$ cat src/rtl/c2s_pkg.sv
`timescale 1ns / 1ps
`default_nettype none

package c2s_pkg;

    // Field and pipeline geometry
    localparam int DATA_WIDTH    = 16;
    localparam int ITERATIONS    = 16;
    localparam int ATAN_LEN      = 24;
    localparam int CORDIC_STAGES = (ITERATIONS > ATAN_LEN) ? ATAN_LEN : ITERATIONS;
    localparam int IDX_W         = $clog2(ATAN_LEN);

    // Guard bits used to extend the radicand and the polar z operand
    localparam int GUARD         = 32 - DATA_WIDTH;
    localparam int SUM_W         = 2 * DATA_WIDTH;
    localparam int RAD_W         = SUM_W;
    localparam int ROOT_W        = DATA_WIDTH + GUARD;
    localparam int REM_W         = ROOT_W + 3;
    localparam int SQRT_STAGES   = ROOT_W;

    // CORDIC datapath
    localparam int WORK_SHIFT    = 28;
    localparam int CW            = 62;
    localparam int ANG_W         = 34;

    // Angle to output scale
    localparam int POL_SHIFT     = 31 - DATA_WIDTH;
    localparam int AZ_SHIFT      = 32 - DATA_WIDTH;

    typedef logic signed [CW-1:0]    t_work;
    typedef logic signed [ANG_W-1:0] t_angle;

    typedef struct packed {
        logic [RAD_W-1:0]  rad;
        logic [REM_W-1:0]  rem;
        logic [ROOT_W-1:0] root;
    } t_sqrt_lane;

    typedef struct packed {
        t_work  x;
        t_work  y;
        t_angle ang;
    } t_cordic_lane;

    localparam logic [SUM_W-1:0] ONE_SQ = SUM_W'(1) << (2 * (DATA_WIDTH - 2));

    localparam t_angle QUARTER_TURN = ANG_W'(1) << 30;
    localparam t_angle HALF_TURN    = ANG_W'(1) << 31;
    localparam t_angle POL_HALF     = ANG_W'(1) << (POL_SHIFT - 1);
    localparam t_angle AZ_HALF      = ANG_W'(1) << (AZ_SHIFT - 1);
    localparam t_angle POL_MAX      = t_angle'((ANG_W'(1) << DATA_WIDTH) - ANG_W'(1));

    // Arctangent of 2^-i in units of pi / 2^31
    function automatic t_angle atan_entry(input logic [IDX_W-1:0] idx);
        logic [31:0] v;
        case (idx)
            5'd0:    v = 32'h20000000;
            5'd1:    v = 32'h12E4051E;
            5'd2:    v = 32'h09FB385B;
            5'd3:    v = 32'h051111D4;
            5'd4:    v = 32'h028B0D43;
            5'd5:    v = 32'h0145D7E1;
            5'd6:    v = 32'h00A2F61E;
            5'd7:    v = 32'h00517C55;
            5'd8:    v = 32'h0028BE53;
            5'd9:    v = 32'h00145F2F;
            5'd10:   v = 32'h000A2F98;
            5'd11:   v = 32'h000517CC;
            5'd12:   v = 32'h00028BE6;
            5'd13:   v = 32'h000145F3;
            5'd14:   v = 32'h0000A2FA;
            5'd15:   v = 32'h0000517D;
            5'd16:   v = 32'h000028BE;
            5'd17:   v = 32'h0000145F;
            5'd18:   v = 32'h00000A30;
            5'd19:   v = 32'h00000518;
            5'd20:   v = 32'h0000028C;
            5'd21:   v = 32'h00000146;
            5'd22:   v = 32'h000000A3;
            5'd23:   v = 32'h00000051;
            default: v = 32'h00000000;
        endcase
        return t_angle'({{(ANG_W - 32){1'b0}}, v});
    endfunction

endpackage

`default_nettype wire

$ cat src/rtl/c2s_sqrt_cell.sv
`timescale 1ns / 1ps
`default_nettype none

// One radix-4 digit of a restoring square root; retires one root bit per cycle.
module c2s_sqrt_cell (
    input  wire logic                i_clk,
    input  wire c2s_pkg::t_sqrt_lane i_lane,
    output c2s_pkg::t_sqrt_lane      o_lane
);

    logic [c2s_pkg::REM_W-1:0] rem_sh;
    logic [c2s_pkg::REM_W-1:0] trial;
    c2s_pkg::t_sqrt_lane       n_lane;
    c2s_pkg::t_sqrt_lane       r_lane;

    always_comb begin
        // bring down the next two radicand bits
        rem_sh     = {i_lane.rem[c2s_pkg::REM_W-3:0],
                      i_lane.rad[c2s_pkg::RAD_W-1 -: 2]};
        trial      = {1'b0, i_lane.root, 2'b01};
        n_lane.rad = {i_lane.rad[c2s_pkg::RAD_W-3:0], 2'b00};
        if (rem_sh >= trial) begin
            n_lane.rem  = rem_sh - trial;
            n_lane.root = {i_lane.root[c2s_pkg::ROOT_W-2:0], 1'b1};
        end else begin
            n_lane.rem  = rem_sh;
            n_lane.root = {i_lane.root[c2s_pkg::ROOT_W-2:0], 1'b0};
        end
    end

    always_ff @(posedge i_clk) begin
        r_lane <= n_lane;
    end

    assign o_lane = r_lane;

endmodule

`default_nettype wire

$ cat config.mk
export PLATFORM = sky130hd
export DESIGN_NAME = c2s_sqrt_cell
export DESIGN_NICKNAME = d
export VERILOG_FILES = /design/src/rtl/c2s_pkg.sv /design/src/rtl/c2s_sqrt_cell.sv
export SDC_FILE = /design/constraint.sdc
export NUM_CORES = 1
export LEC_CHECK = 0
export ABC_AREA = 1
export BUFFER_PORTS_ARGS = -buffer_cell sky130_fd_sc_hd__buf_2
export CAP_MARGIN = 0
export CORE_MARGIN = 1
export CORE_UTILIZATION = 45
export DETAILED_ROUTE_END_ITERATION = 7
export GPL_ROUTABILITY_DRIVEN = 0
export GPL_TIMING_DRIVEN = 1
export PLACE_DENSITY = 0.8
export SKIP_CTS_REPAIR_TIMING = 1
export SLEW_MARGIN = 20
export SYNTH_ARGS = -nofsm -noshare
export SYNTH_HDL_FRONTEND = slang
export SYNTH_SLANG_ARGS = --single-unit
$ cat constraint.sdc
create_clock -name i_clk -period 1.56 [get_ports i_clk]
set_input_delay 0.234 -clock i_clk [delete_from_list [all_inputs] [get_ports i_clk]]
set_output_delay 0.234 -clock i_clk [all_outputs]
set_load 0.01 [all_outputs]
==> results.py <==
metrics = {
    "cts": {
        "htree_levels": 3,
        "clockBufferDepth": 2,
        "clockRootBuffer": "clkbuf_16",
        "cts_num_sinks": 97,
        "cts_tree": "yes",
        "cts_buffers": 9,
        "clkSlewWorstSetupHoldPaths_ns": 0.07,
    },
    "power": {
        "switchingPower_w": 0.00249,
        "peakVddDrop_mv": 0.768,
        "pwr-share-clk_pct": 28.8,
        "swShare_pct": 32.7,
        "combPwrFrac_pct": 34.5,
        "power_density_nw_per_um2": 896,
        "seqPwrFrac_pct": 36.8,
        "leakage_nw": 4.55,
        "finalPower_w": 0.00761,
        "intPower_w": 0.00513,
    },
    "routing": {
        "wl_per_cell_um": 13.6,
        "ant_nets": 0,
        "firstDrtPassIters": 6,
        "drt_iter0_drc": 473,
        "drc": 0,
        "avgViaCountPerCell": 4.83,
        "vias": 5935,
        "wirelength_mm": 16.8,
    },
    "sta": {
        "rsz0062_at_grt": "true",
        "fin_crit_sh_pct": 103,
        "finalWorstSetupSlack_ns": -0.0433,
        "drv_slew": 0,
        "hold_viol": 0,
        "setup_viol": 19,
        "max_freq_mhz": 624,
        "min_period_ns": 1.60,
    },
    "die": {
        "core-area_um2": 10900,
        "die-width_um": 108,
        "initial_utilization_pct": 46.6,
        "die_area_um2": 11800,
        "ioPinCount": 199,
        "die_h_um": 108,
        "std_cell_rows": 38,
    },
    "worst_setup_path": {
        "cpMaxStageDelayCell": "ha_4",
        "end_kind": "flip-flop",
        "path_max_fanout": 6,
        "worstPathArrival_ns": 1.90,
        "crit_path_start_kind": "input pin",
        "worstSetupEndpoint": "o_lane[60]",
        "crit_required_ns": 1.85,
        "path_cells": "buf_2, inv_1, ha_4, nand2_1, nor2_2, nand2_2, nor2_2, nand2_1, nand3_2, nor2_4, nand2_8, clkbuf_16, nand3_2, nand2_1",
        "worstSetupPathType": "in -> reg",
        "crit_path_frequent_cell": "nand2_1",
        "critPathMaxStageDelay_ns": 0.29,
        "startpoint": "i_lane[23]",
    },
    "grt": {
        "grt.busiest_layer": "met2",
        "grt_max_degree": 35,
        "grt_pass1_wl_mm": 21.6,
        "grt_util_met3_pct": 5.73,
        "gr-total-overflow": 0,
        "grt_use_met1_pct": 29.8,
        "antenna_found_initial": 0,
        "use_met2_pct": 38.7,
        "grt_pass1_vias": 4853,
        "gr-usage-all-layers_pct": 23.6,
    },
    "logic_synthesis": {
        "synthTopCellsByArea": "dfxtp_1 38%, nand2_1 22%, inv_1 9.4%",
        "ys_seq_area_share_pct": 38.1,
        "synth_area_leader_cell": "dfxtp_1",
        "synth_seq_cells": 97,
        "synth_warnings": 0,
        "synthCells": 757,
        "synth_top_cell_area_share_pct": 38.1,
        "synth.distinct_cells": 29,
        "avgSynthCellArea_um2": 6.73,
        "synthesis.area_um2": 5100,
    },
    "layout": {
        "nets": 1219,
        "utilization_pct": 77.8,
        "instances_no_fill": 1230,
        "final_common_cell": "nand2_1",
        "layout-drive-gt1-share_pct": 43.3,
        "regArea_um2": 1940,
        "fillers": 793,
        "final_cell_mix": "243 x nand2_1, 191 x buf_2, 102 x inv_1, 97 x dfxtp_1, 76 x buf_4",
        "fin_area_um2": 8500,
        "multiInputGateArea_um2": 3400,
        "largest_reg_flops": 97,
        "n_antenna_cell": 0,
        "syn_to_final_growth_pct": 66.8,
    },
    "placed_design": {
        "placed_area_um2": 7240,
        "dp_hpwl_mm": 10.9,
        "portBuffers": 194,
        "preCtsSetupSlack_ns": -0.352,
        "dp_cells": 1154,
    },
    "run_status": {
        "status": "complete, but fails checks",
        "violations": "negative setup slack",
    },
    "job": {
        "max_cap_viol_count": 0,
    },
    "min_path": {
        "hold_class": "in -> reg",
    },
}
-- final cells by class --
type / instances / share of cell area, %
Clock buffer: 10 / 2.81
Sequential cell: 97 / 22.8
Inverter: 133 / 6.30
Multi-Input combinational cell: 520 / 40.0
Clock inverter: 6 / 0.662
Tap cell: 140 / 2.06
Timing Repair Buffer: 324 / 25.3
-- power groups by stage --
| stage | logic [W] | registers [W] | clock network, W |
|---|---|---|---|
| after floorplan | 0.00115 | 0.00301 | 0 |
| after global placement | 0.00217 | 0.00285 | 0 |
| after detailed placement | 0.00221 | 0.00285 | 0 |
| after CTS | 0.00222 | 0.00280 | 0.00222 |
| after global routing | 0.00287 | 0.00283 | 0.00233 |
| final | 0.00262 | 0.00280 | 0.00219 |
-- per-layer routing --
layer,routed length [µm],share of wire (%)
met5,0,0
met2,7990,48
met1,6650,40
met4,547,3.3
met3,1570,9.4
-- critical path, delay by kind of cell --
| kind | cells | cell delay [ns] |
|---|---|---|
| AND/OR/NAND/NOR | 10 | 1.04 |
| adder cells (fa/ha/maj) | 1 | 0.29 |
| buffers and inverters | 3 | 0.34 |
-- worst min-delay path by stage --
stage / endpoint / slack, ns / from / depth (start not counted)
finish: o_lane[10] / 0.004 / i_lane[9] / 1
floorplan: o_lane[10] / 0.26 / i_lane[9] / 0
detailed placement: o_lane[85] / 0.34 / i_lane[83] / 1
CTS: o_lane[92] / -0.03 / i_lane[90] / 1
global route: o_lane[10] / 0.0002 / i_lane[9] / 1
global placement: o_lane[94] / 0.34 / i_lane[92] / 1
-- metrics by stage --
stage / hold slack (ns) / setup TNS, ns
6_report: 0.00387 / -0.296
5_1_grt: 0.000199 / -2.56
4_1_cts: -0.0323 / -0.00441
3_5_place_dp: 0.338 / -11.48
3_3_place_gp: 0.336 / -10.61
2_1_floorplan: 0.262 / -1.20
-- cell families (layout without fill, tap and decap cells) --
| family | count (synthesis) | count (layout) | synth area share, % |
|---|---|---|---|
| other | 1 | 2 | 0.0736 |
| XOR/XNOR | 18 | 18 | 3.09 |
| AO/OA/AOI/OAI | 39 | 39 | 4.52 |
| buffers and inverters | 141 | 473 | 11.3 |
| adder cells (fa/ha/maj) | 34 | 34 | 8.35 |
| AND/OR/NAND/NOR | 427 | 427 | 34.6 |
| flip-flops | 97 | 97 | 38.1 |
-- synthesized netlist by cell type --
library cell	instances
nand3b_1	10
o21a_1	2
nand3_2	3
nand2_2	3
ha_1	34
a21o_1	1
inv_1	128
o21ai_1	1
a21oi_2	4
inv_2	4
a21oi_1	20
buf_4	4
nor2_2	6
a211oi_1	1
buf_6	4
nand2_1	303
nand2_8	1
nand3_1	31
o21bai_1	4
conb_1	1
nand4_1	4
nor2_4	1
xnor2_1	2
inv_4	1
dfxtp_1	97
nor3_1	6
nor2_1	59
xor2_1	16
o21ai_0	6
Note: power is estimated with default switching activity, not from simulation.
