`config.mk`:
```
export PLATFORM = sky130hd
export DESIGN_NAME = c2s_cordic_cell
export DESIGN_NICKNAME = d
export VERILOG_FILES = /design/src/rtl/c2s_pkg.sv /design/src/rtl/c2s_cordic_cell.sv
export SDC_FILE = /design/constraint.sdc
export NUM_CORES = 1
export LEC_CHECK = 0
export ABC_AREA = 1
export BUFFER_PORTS_ARGS = -buffer_cell sky130_fd_sc_hd__buf_2
export CAP_MARGIN = 30
export CORE_ASPECT_RATIO = 0.75
export CORE_MARGIN = 2
export CORE_UTILIZATION = 29
export DETAILED_ROUTE_END_ITERATION = 10
export GPL_ROUTABILITY_DRIVEN = 1
export PLACE_DENSITY_LB_ADDON = 0.05
export SETUP_SLACK_MARGIN = 0.05
export SLEW_MARGIN = 30
export SYNTH_ARGS = -nofsm -noshare
export SYNTH_HDL_FRONTEND = slang
export SYNTH_SLANG_ARGS = --single-unit
```
`constraint.sdc`:
```
create_clock -name i_clk -period 9.85 [get_ports i_clk]
set_input_delay 1.4775 -clock i_clk [delete_from_list [all_inputs] [get_ports i_clk]]
set_output_delay 1.4775 -clock i_clk [all_outputs]
set_load 0.01 [all_outputs]
```
`src/rtl/c2s_pkg.sv`:
```
`timescale 1ns / 1ps
`default_nettype none

package c2s_pkg;

    // Field and pipeline geometry
    localparam int DATA_WIDTH    = 16;
    localparam int ITERATIONS    = 16;
    localparam int ATAN_LEN      = 24;
    localparam int CORDIC_STAGES = (ITERATIONS > ATAN_LEN) ? ATAN_LEN : ITERATIONS;
    localparam int IDX_W         = $clog2(ATAN_LEN);

    // Guard bits used to extend the radicand and the polar z operand
    localparam int GUARD         = 32 - DATA_WIDTH;
    localparam int SUM_W         = 2 * DATA_WIDTH;
    localparam int RAD_W         = SUM_W;
    localparam int ROOT_W        = DATA_WIDTH + GUARD;
    localparam int REM_W         = ROOT_W + 3;
    localparam int SQRT_STAGES   = ROOT_W;

    // CORDIC datapath
    localparam int WORK_SHIFT    = 28;
    localparam int CW            = 62;
    localparam int ANG_W         = 34;

    // Angle to output scale
    localparam int POL_SHIFT     = 31 - DATA_WIDTH;
    localparam int AZ_SHIFT      = 32 - DATA_WIDTH;

    typedef logic signed [CW-1:0]    t_work;
    typedef logic signed [ANG_W-1:0] t_angle;

    typedef struct packed {
        logic [RAD_W-1:0]  rad;
        logic [REM_W-1:0]  rem;
        logic [ROOT_W-1:0] root;
    } t_sqrt_lane;

    typedef struct packed {
        t_work  x;
        t_work  y;
        t_angle ang;
    } t_cordic_lane;

    localparam logic [SUM_W-1:0] ONE_SQ = SUM_W'(1) << (2 * (DATA_WIDTH - 2));

    localparam t_angle QUARTER_TURN = ANG_W'(1) << 30;
    localparam t_angle HALF_TURN    = ANG_W'(1) << 31;
    localparam t_angle POL_HALF     = ANG_W'(1) << (POL_SHIFT - 1);
    localparam t_angle AZ_HALF      = ANG_W'(1) << (AZ_SHIFT - 1);
    localparam t_angle POL_MAX      = t_angle'((ANG_W'(1) << DATA_WIDTH) - ANG_W'(1));

    // Arctangent of 2^-i in units of pi / 2^31
    function automatic t_angle atan_entry(input logic [IDX_W-1:0] idx);
        logic [31:0] v;
        case (idx)
            5'd0:    v = 32'h20000000;
            5'd1:    v = 32'h12E4051E;
            5'd2:    v = 32'h09FB385B;
            5'd3:    v = 32'h051111D4;
            5'd4:    v = 32'h028B0D43;
            5'd5:    v = 32'h0145D7E1;
            5'd6:    v = 32'h00A2F61E;
            5'd7:    v = 32'h00517C55;
            5'd8:    v = 32'h0028BE53;
            5'd9:    v = 32'h00145F2F;
            5'd10:   v = 32'h000A2F98;
            5'd11:   v = 32'h000517CC;
            5'd12:   v = 32'h00028BE6;
            5'd13:   v = 32'h000145F3;
            5'd14:   v = 32'h0000A2FA;
            5'd15:   v = 32'h0000517D;
            5'd16:   v = 32'h000028BE;
            5'd17:   v = 32'h0000145F;
            5'd18:   v = 32'h00000A30;
            5'd19:   v = 32'h00000518;
            5'd20:   v = 32'h0000028C;
            5'd21:   v = 32'h00000146;
            5'd22:   v = 32'h000000A3;
            5'd23:   v = 32'h00000051;
            default: v = 32'h00000000;
        endcase
        return t_angle'({{(ANG_W - 32){1'b0}}, v});
    endfunction

endpackage

`default_nettype wire

```
`src/rtl/c2s_cordic_cell.sv`:
```
`timescale 1ns / 1ps
`default_nettype none

// One vectoring micro-rotation: drive y toward zero, accumulate the angle.
module c2s_cordic_cell (
    input  wire logic                        i_clk,
    input  wire logic [c2s_pkg::IDX_W-1:0]   i_index,
    input  wire c2s_pkg::t_cordic_lane       i_lane,
    output c2s_pkg::t_cordic_lane            o_lane
);

    c2s_pkg::t_work        dx;
    c2s_pkg::t_work        dy;
    c2s_pkg::t_angle       step;
    c2s_pkg::t_cordic_lane n_lane;
    c2s_pkg::t_cordic_lane r_lane;

    always_comb begin
        dx   = i_lane.y >>> i_index;
        dy   = i_lane.x >>> i_index;
        step = c2s_pkg::atan_entry(i_index);
        if (!i_lane.y[c2s_pkg::CW-1]) begin
            n_lane.x   = i_lane.x + dx;
            n_lane.y   = i_lane.y - dy;
            n_lane.ang = i_lane.ang + step;
        end else begin
            n_lane.x   = i_lane.x - dx;
            n_lane.y   = i_lane.y + dy;
            n_lane.ang = i_lane.ang - step;
        end
    end

    always_ff @(posedge i_clk) begin
        r_lane <= n_lane;
    end

    assign o_lane = r_lane;

endmodule

`default_nettype wire

```
==> flow_metrics.tcl, run 1 <==
set metrics [dict create \
    ys_top_cells_by_area "nand2_1, nand3_1, dfxtp_1, ha_1, nor2_1" \
    postSynthAreaPerCell_sq_um 5.56 \
    buffer_ports.inserted 321 \
    wl_per_cell_microns 21.9 \
    drc 0 \
    crit_path_top_delay_cell "a21oi_1" \
    dp_cells 6263 \
    numCtsBuffers 17 \
    grt_max_degree 88 \
    stdcell_count 6297 \
    via_count 33100 \
    drv_slew 0 \
    post-cts-setup-buffer-count 0 \
    tightest_slew_ns 0.976 \
    io_pins 322 \
    syn_inst 4853 \
    synthToLayoutAreaGrowth_pct 11.4 \
    relSlewSlack_pct 34.9 \
    cts_tree "done" \
    critPathMaxStageDelay_ns 0.69 \
    ant_nets 0 \
    syn-cell-area_sq_um 27000 \
    largest_reg_flops 158 \
    die_area_sq_um 95500 \
    synthArstFlopShare_pct 0 \
    maxCapViolCount 0 \
    gr-total-overflow 0 \
    yosys.area.top_type "nand2_1" \
    yosysSeqAreaShare_pct 11.7 \
    layout_commonest_cell "nand2_1" \
    grt_pass1_wl_mm 200 \
    synth.distinct_cells 58 \
    initial_core_util_pct 29.4 \
    grt_pass1_vias 30100 \
    cts.sinks 158 \
    setup_viol 0 \
    avgViaCountPerCell 5.25 \
    rows 96 \
    rsz0062_at_grt "false" \
    clockBufferDepth 2 \
    cts_resized 0 \
    core_region_area_sq_um 91800 \
    hold_ws_ns 1.19 \
    final_cell_mix "nand2_1, nand3_1, nor2_1" \
    num-nets-final 5404 \
    critPathLaunchType "primary input" \
    cpMostUsedCell "nand2_1" \
    die_w_microns 356 \
    timing.final.crit_share_pct 78.1 \
    crit_type "primary input to register" \
    first_iter_violations 3820 \
    routabilityCongestion 0.966 \
    yosysWarningCount 0 \
    fillers 10900 \
    crit_fanout 61 \
    synth_edf_count 0 \
    first_pass_iters 7 \
    worstPathArrival_ns 8.14 \
    period_minus_slack_ns 7.69 \
    cts_hold_buf 0 \
    ys_seq_elements 158 \
    grt_usage_pct 28.2 \
    synth_flop_cell "dfxtp_1" \
    synth_nets 5199 \
    setup_tns_ns 0 \
    critPathRequiredTime_ns 10.30 \
    synth_top_area_share_pct 21.4 \
    pwr_density_cell_nw_per_um2 150 \
    multi_input_comb_area_sq_um 21400 \
    endpoint_kind "register" \
    clock.fmax_ghz 0.130 \
    vdd_drop_max_v 0.000154 \
    leakagePower_nw 14.9 \
    ff_latch_area_sq_um 3160 \
    status "complete, no violations" \
    totalWireLength_mm 138 \
    grt_antenna_before_repair 2 \
    htreeDepth 4 \
    path_clk_slew_ns 0.08 \
    layout-drive-gt1-share_pct 11.5 \
    hpwl_mm 119 \
    hold_viol 0 \
    hp-class "primary input to register" \
    die_h_microns 268 \
    fin_util_pct 32.7 \
    cts_root_buf "clkbuf_16" \
]
## area by class of cell
| type | count | area share, % |
|---|---|---|
| antenna | 1 | 0.00833 |
| clock buffer | 18 | 1.43 |
| tap | 1225 | 5.10 |
| clock inverter | 14 | 0.371 |
| multi-input combinational | 4139 | 71.3 |
| inverter | 394 | 4.97 |
| sequential | 158 | 10.5 |
| timing repair buffer | 348 | 6.26 |
## synth_stat cells, types with 26 or more instances
library cell	n
a21o_1	27
a21oi_1	234
a31oi_1	48
buf_1	26
buf_2	63
clkbuf_1	41
dfxtp_1	158
ha_1	179
inv_1	363
nand2_1	1534
nand2_2	61
nand3_1	820
nand3_2	38
nand4_1	38
nor2_1	522
nor2_2	39
o21ai_0	154
xnor2_1	59
xor2_1	183
## stage by stage
stage	cell area, sq um	worst slack, ns	power (mW)
after CTS	30000	2.43	4.53
after global routing	30000	1.68	4.88
final	30000	2.16	4.52
after detailed placement	29500	1.90	3.84
after global placement	29500	1.51	3.88
after floorplan	27000	4.24	2.82
## metal layers
| layer | wire (microns) | up-vias | global-route usage, % | part of all wire [%] |
|---|---|---|---|---|
| li1 | - | 16500 | - | - |
| met3 | 12200 | 67 | 6.05 | 8.8 |
| met5 | 7 | - | 0 | 0.0051 |
| met4 | 1800 | 2 | 4.49 | 1.3 |
| met2 | 55300 | 1277 | 40.1 | 40 |
| met1 | 68900 | 15300 | 43.2 | 50 |
## cells by family (layout without fill, tap and decap cells)
family | Yosys count | after routing | share of synthesized area [%]
buffers and inverters | 556 | 774 | 8.87
adders and majority gates | 182 | 182 | 8.53
xor gates and xnor gates | 242 | 242 | 7.86
other | 0 | 1 | 0
and+or+nand+nor | 3128 | 3128 | 50.5
AOI/OAI and AO/OA | 587 | 587 | 12.6
DFF | 158 | 158 | 11.7
## report_power, final
part / switching, mW / internal (mW) / leakage (nW) / total, mW
Combinational: 1.94 / 0.929 / 13.3 / 2.87
Clock: 0.328 / 0.324 / 0.258 / 0.652
Sequential: 0.0645 / 0.932 / 1.33 / 0.997
## critical path, delay by kind of cell
| family | cells | cell delay [ns] |
|---|---|---|
| compound gates | 3 | 1.50 |
| xor+xnor | 2 | 0.30 |
| fa+ha+maj | 2 | 0.59 |
| buf+inv | 4 | 1.16 |
| simple gates | 18 | 2.98 |
## final timing paths
path / slack (ns) / endpoint / startpoint / cells after the start
setup / recovery: 2.16 / o_lane[141] / i_index[0] / 29
hold / removal: 1.19 / o_lane[34] / i_lane[34] / 2
No activity file was read; power rests on OpenSTA's default activity.
==> inputs of run 2 (changes only) <==
Settings changed: ABC_AREA 1 to 0.
Clock period 9.85 ns to 7 ns, I/O delays scaled along.
==> flow_metrics.tcl, run 2 <==
set metrics [dict create \
    status "complete, no violations" \
    drv_slew 0 \
    synth_edf_count 0 \
    grt_pass1_wl_mm 218 \
    largest_reg_flops 158 \
    dp_cells 5671 \
    ys_seq_elements 158 \
    via_count 32300 \
    power_frac_comb_pct 69.0 \
    use_met2_pct 42.6 \
    cts_root_buf "clkbuf_16" \
    crit_type "primary input to register" \
    period_minus_slack_ns 6.72 \
    vdd_drop_max_v 0.000246 \
    synth-compound-area-share_pct 23.2 \
    use_met3_pct 8.53 \
    die_area_sq_um 95400 \
    dpl-instance-area_sq_um 37400 \
    routabilityCongestion 0.963 \
    post-cts-setup-buffer-count 0 \
    endpoint_kind "register" \
    grt_antenna_before_repair 6 \
    syn_inst 3244 \
    numCtsBuffers 17 \
    yosys.area.top_type "mux4_2" \
    worstPathArrival_ns 7.15 \
    htreeDepth 4 \
    leakagePower_nw 17.4 \
    synth_flop_cell "dfxtp_1" \
    maxCapViolCount 0 \
    layout_commonest_cell "buf_4" \
    hp-class "primary input to register" \
    synth_top_area_share_pct 16.4 \
    yosysSeqAreaShare_pct 11.7 \
    ys_top_cells_by_area "mux4_2, dfxtp_1, ha_1, xnor2_1, a21oi_1" \
    die_h_microns 268 \
    pwr_density_cell_nw_per_um2 209 \
    hold_viol 0 \
    synthSimpleGateAreaFrac_pct 18.0 \
    synthTopCellsByCount "nand2_1, nor2_1, a21oi_1" \
    grt_usage_pct 31.0 \
    synthAdderAreaFrac_pct 8.53 \
    critPathRequiredTime_ns 7.43 \
    avgViaCountPerCell 5.66 \
    clock.fmax_ghz 0.149 \
    initial_core_util_pct 29.4 \
    switchingPower_mw 3.52 \
    cpMostUsedCell "buf_4" \
    totalWireLength_mm 152 \
    core_region_area_sq_um 91800 \
    first_pass_iters 6 \
    grt_pass1_vias 31200 \
    layout-drive-gt1-share_pct 40.1 \
    synth_nets 3590 \
    synthArstFlopShare_pct 0 \
    synthToLayoutAreaGrowth_pct 42.1 \
    ant_nets 0 \
    clockBufferDepth 2 \
    cts.sinks 158 \
    final_cell_mix "buf_4, buf_2, nand2_1" \
    busiest_layer "met1" \
    synth_top_family_by_area "multiplexers" \
    critPathLaunchType "primary input" \
    hpwl_mm 126 \
    crit_fanout 18 \
    timing.final.crit_share_pct 96.1 \
    met1_usage_pct 47.2 \
    power.total_mw 8.01 \
    rsz0062_at_grt "false" \
    clockPowerShare_pct 13.4 \
    gr-total-overflow 0 \
    postSynthAreaPerCell_sq_um 8.31 \
    io_pins 322 \
    first_iter_violations 3438 \
    crit_path_top_delay_cell "mux4_2" \
    setup_viol 0 \
    switching_share_pct 44.0 \
    wl_per_cell_microns 26.7 \
    drc 0 \
    path_clk_slew_ns 0.07 \
    post_synth_xor_area_fraction_pct 8.84 \
    grt_max_degree 62 \
    intPower_mw 4.48 \
    stdcell_count 5708 \
    relSlewSlack_pct 25.7 \
    power_frac_seq_pct 17.6 \
    tightest_slew_ns 1.11 \
    syn-cell-area_sq_um 27000 \
    fin_area_sq_um 38300 \
    buffer_ports.inserted 321 \
    die_w_microns 356 \
    num-nets-final 4812 \
    cts_tree "done" \
    critPathMaxStageDelay_ns 0.51 \
    fillers 9457 \
    yosysWarningCount 0 \
    synthMuxAreaShare_pct 24.5 \
    fin_util_pct 41.7 \
    synth.distinct_cells 109 \
    setup_tns_ns 0 \
    rows 96 \
]
run 2: changes by cell type after synthesis, sizes merged, moves of 86 or more:
cell | before | now
xnor2 | 59 | 175
nand3 | 858 | 59
xor2 | 183 | 97
mux2i | 0 | 142
mux4 | 0 | 196
nand2 | 1600 | 290
inv | 392 | 74
nor2 | 571 | 289
run 2: cells by family after synthesis:
group / Yosys count
AOI/OAI and AO/OA: 952
xor gates and xnor gates: 272
adders and majority gates: 182
buffers and inverters: 280
DFF: 158
muxes: 404
and+or+nand+nor: 996
run 2: layout make-up:
cell class                 count  area (sq um)  area share (%)
timing repair buffer        1407         10100            26.4
inverter                      76           288           0.752
multi-input combinational   2806         22600            58.9
clock inverter                13           179           0.467
clock buffer                  19           453            1.18
antenna                        4          10.0          0.0261
sequential                   158          3160            8.26
tap                         1225          1530            4.00
run 2: timing repair:
item                       in CTS  in global routing
setup endpoints to repair       0                 31
gates resized for setup         0                 40
hold buffers                    0                  0
run 2: worst paths after layout:
check	startpoint	to	slack (ns)	cells past startpoint
min	i_lane[34]	o_lane[34]	0.78	2
max	i_index[0]	o_lane[93]	0.28	29
run 2: metal layers:
metal	wire length (microns)	up-vias
met5	13	-
met4	3010	2
met3	15700	145
met2	59900	1605
met1	73600	15800
li1	-	14800
run 2: critical path: cells and delay by family:
kind	cells	cell delay, ns
compound gates	9	2.08
simple gates	9	1.58
xor+xnor	2	0.31
buf+inv	6	1.07
fa+ha+maj	1	0.32
mux	2	0.68
run 2: power groups by stage:
stage / registers, mW / clock network [mW] / logic, mW
5_1_grt: 1.45 / 1.15 / 5.93
4_1_cts: 1.42 / 1.12 / 5.44
6_report: 1.41 / 1.07 / 5.53
3_5_place_dp: 1.43 / 0 / 5.40
2_1_floorplan: 1.66 / 0 / 2.44
3_3_place_gp: 1.42 / 0 / 5.44
run 2: stage by stage:
step                      setup WS, ns  hold WS, ns
after detailed placement        -0.418         1.31
after floorplan                 0.0505         1.18
after global routing            0.0621        0.763
final                            0.276        0.781
after CTS                        0.154        0.733
after global placement          -0.378         1.32
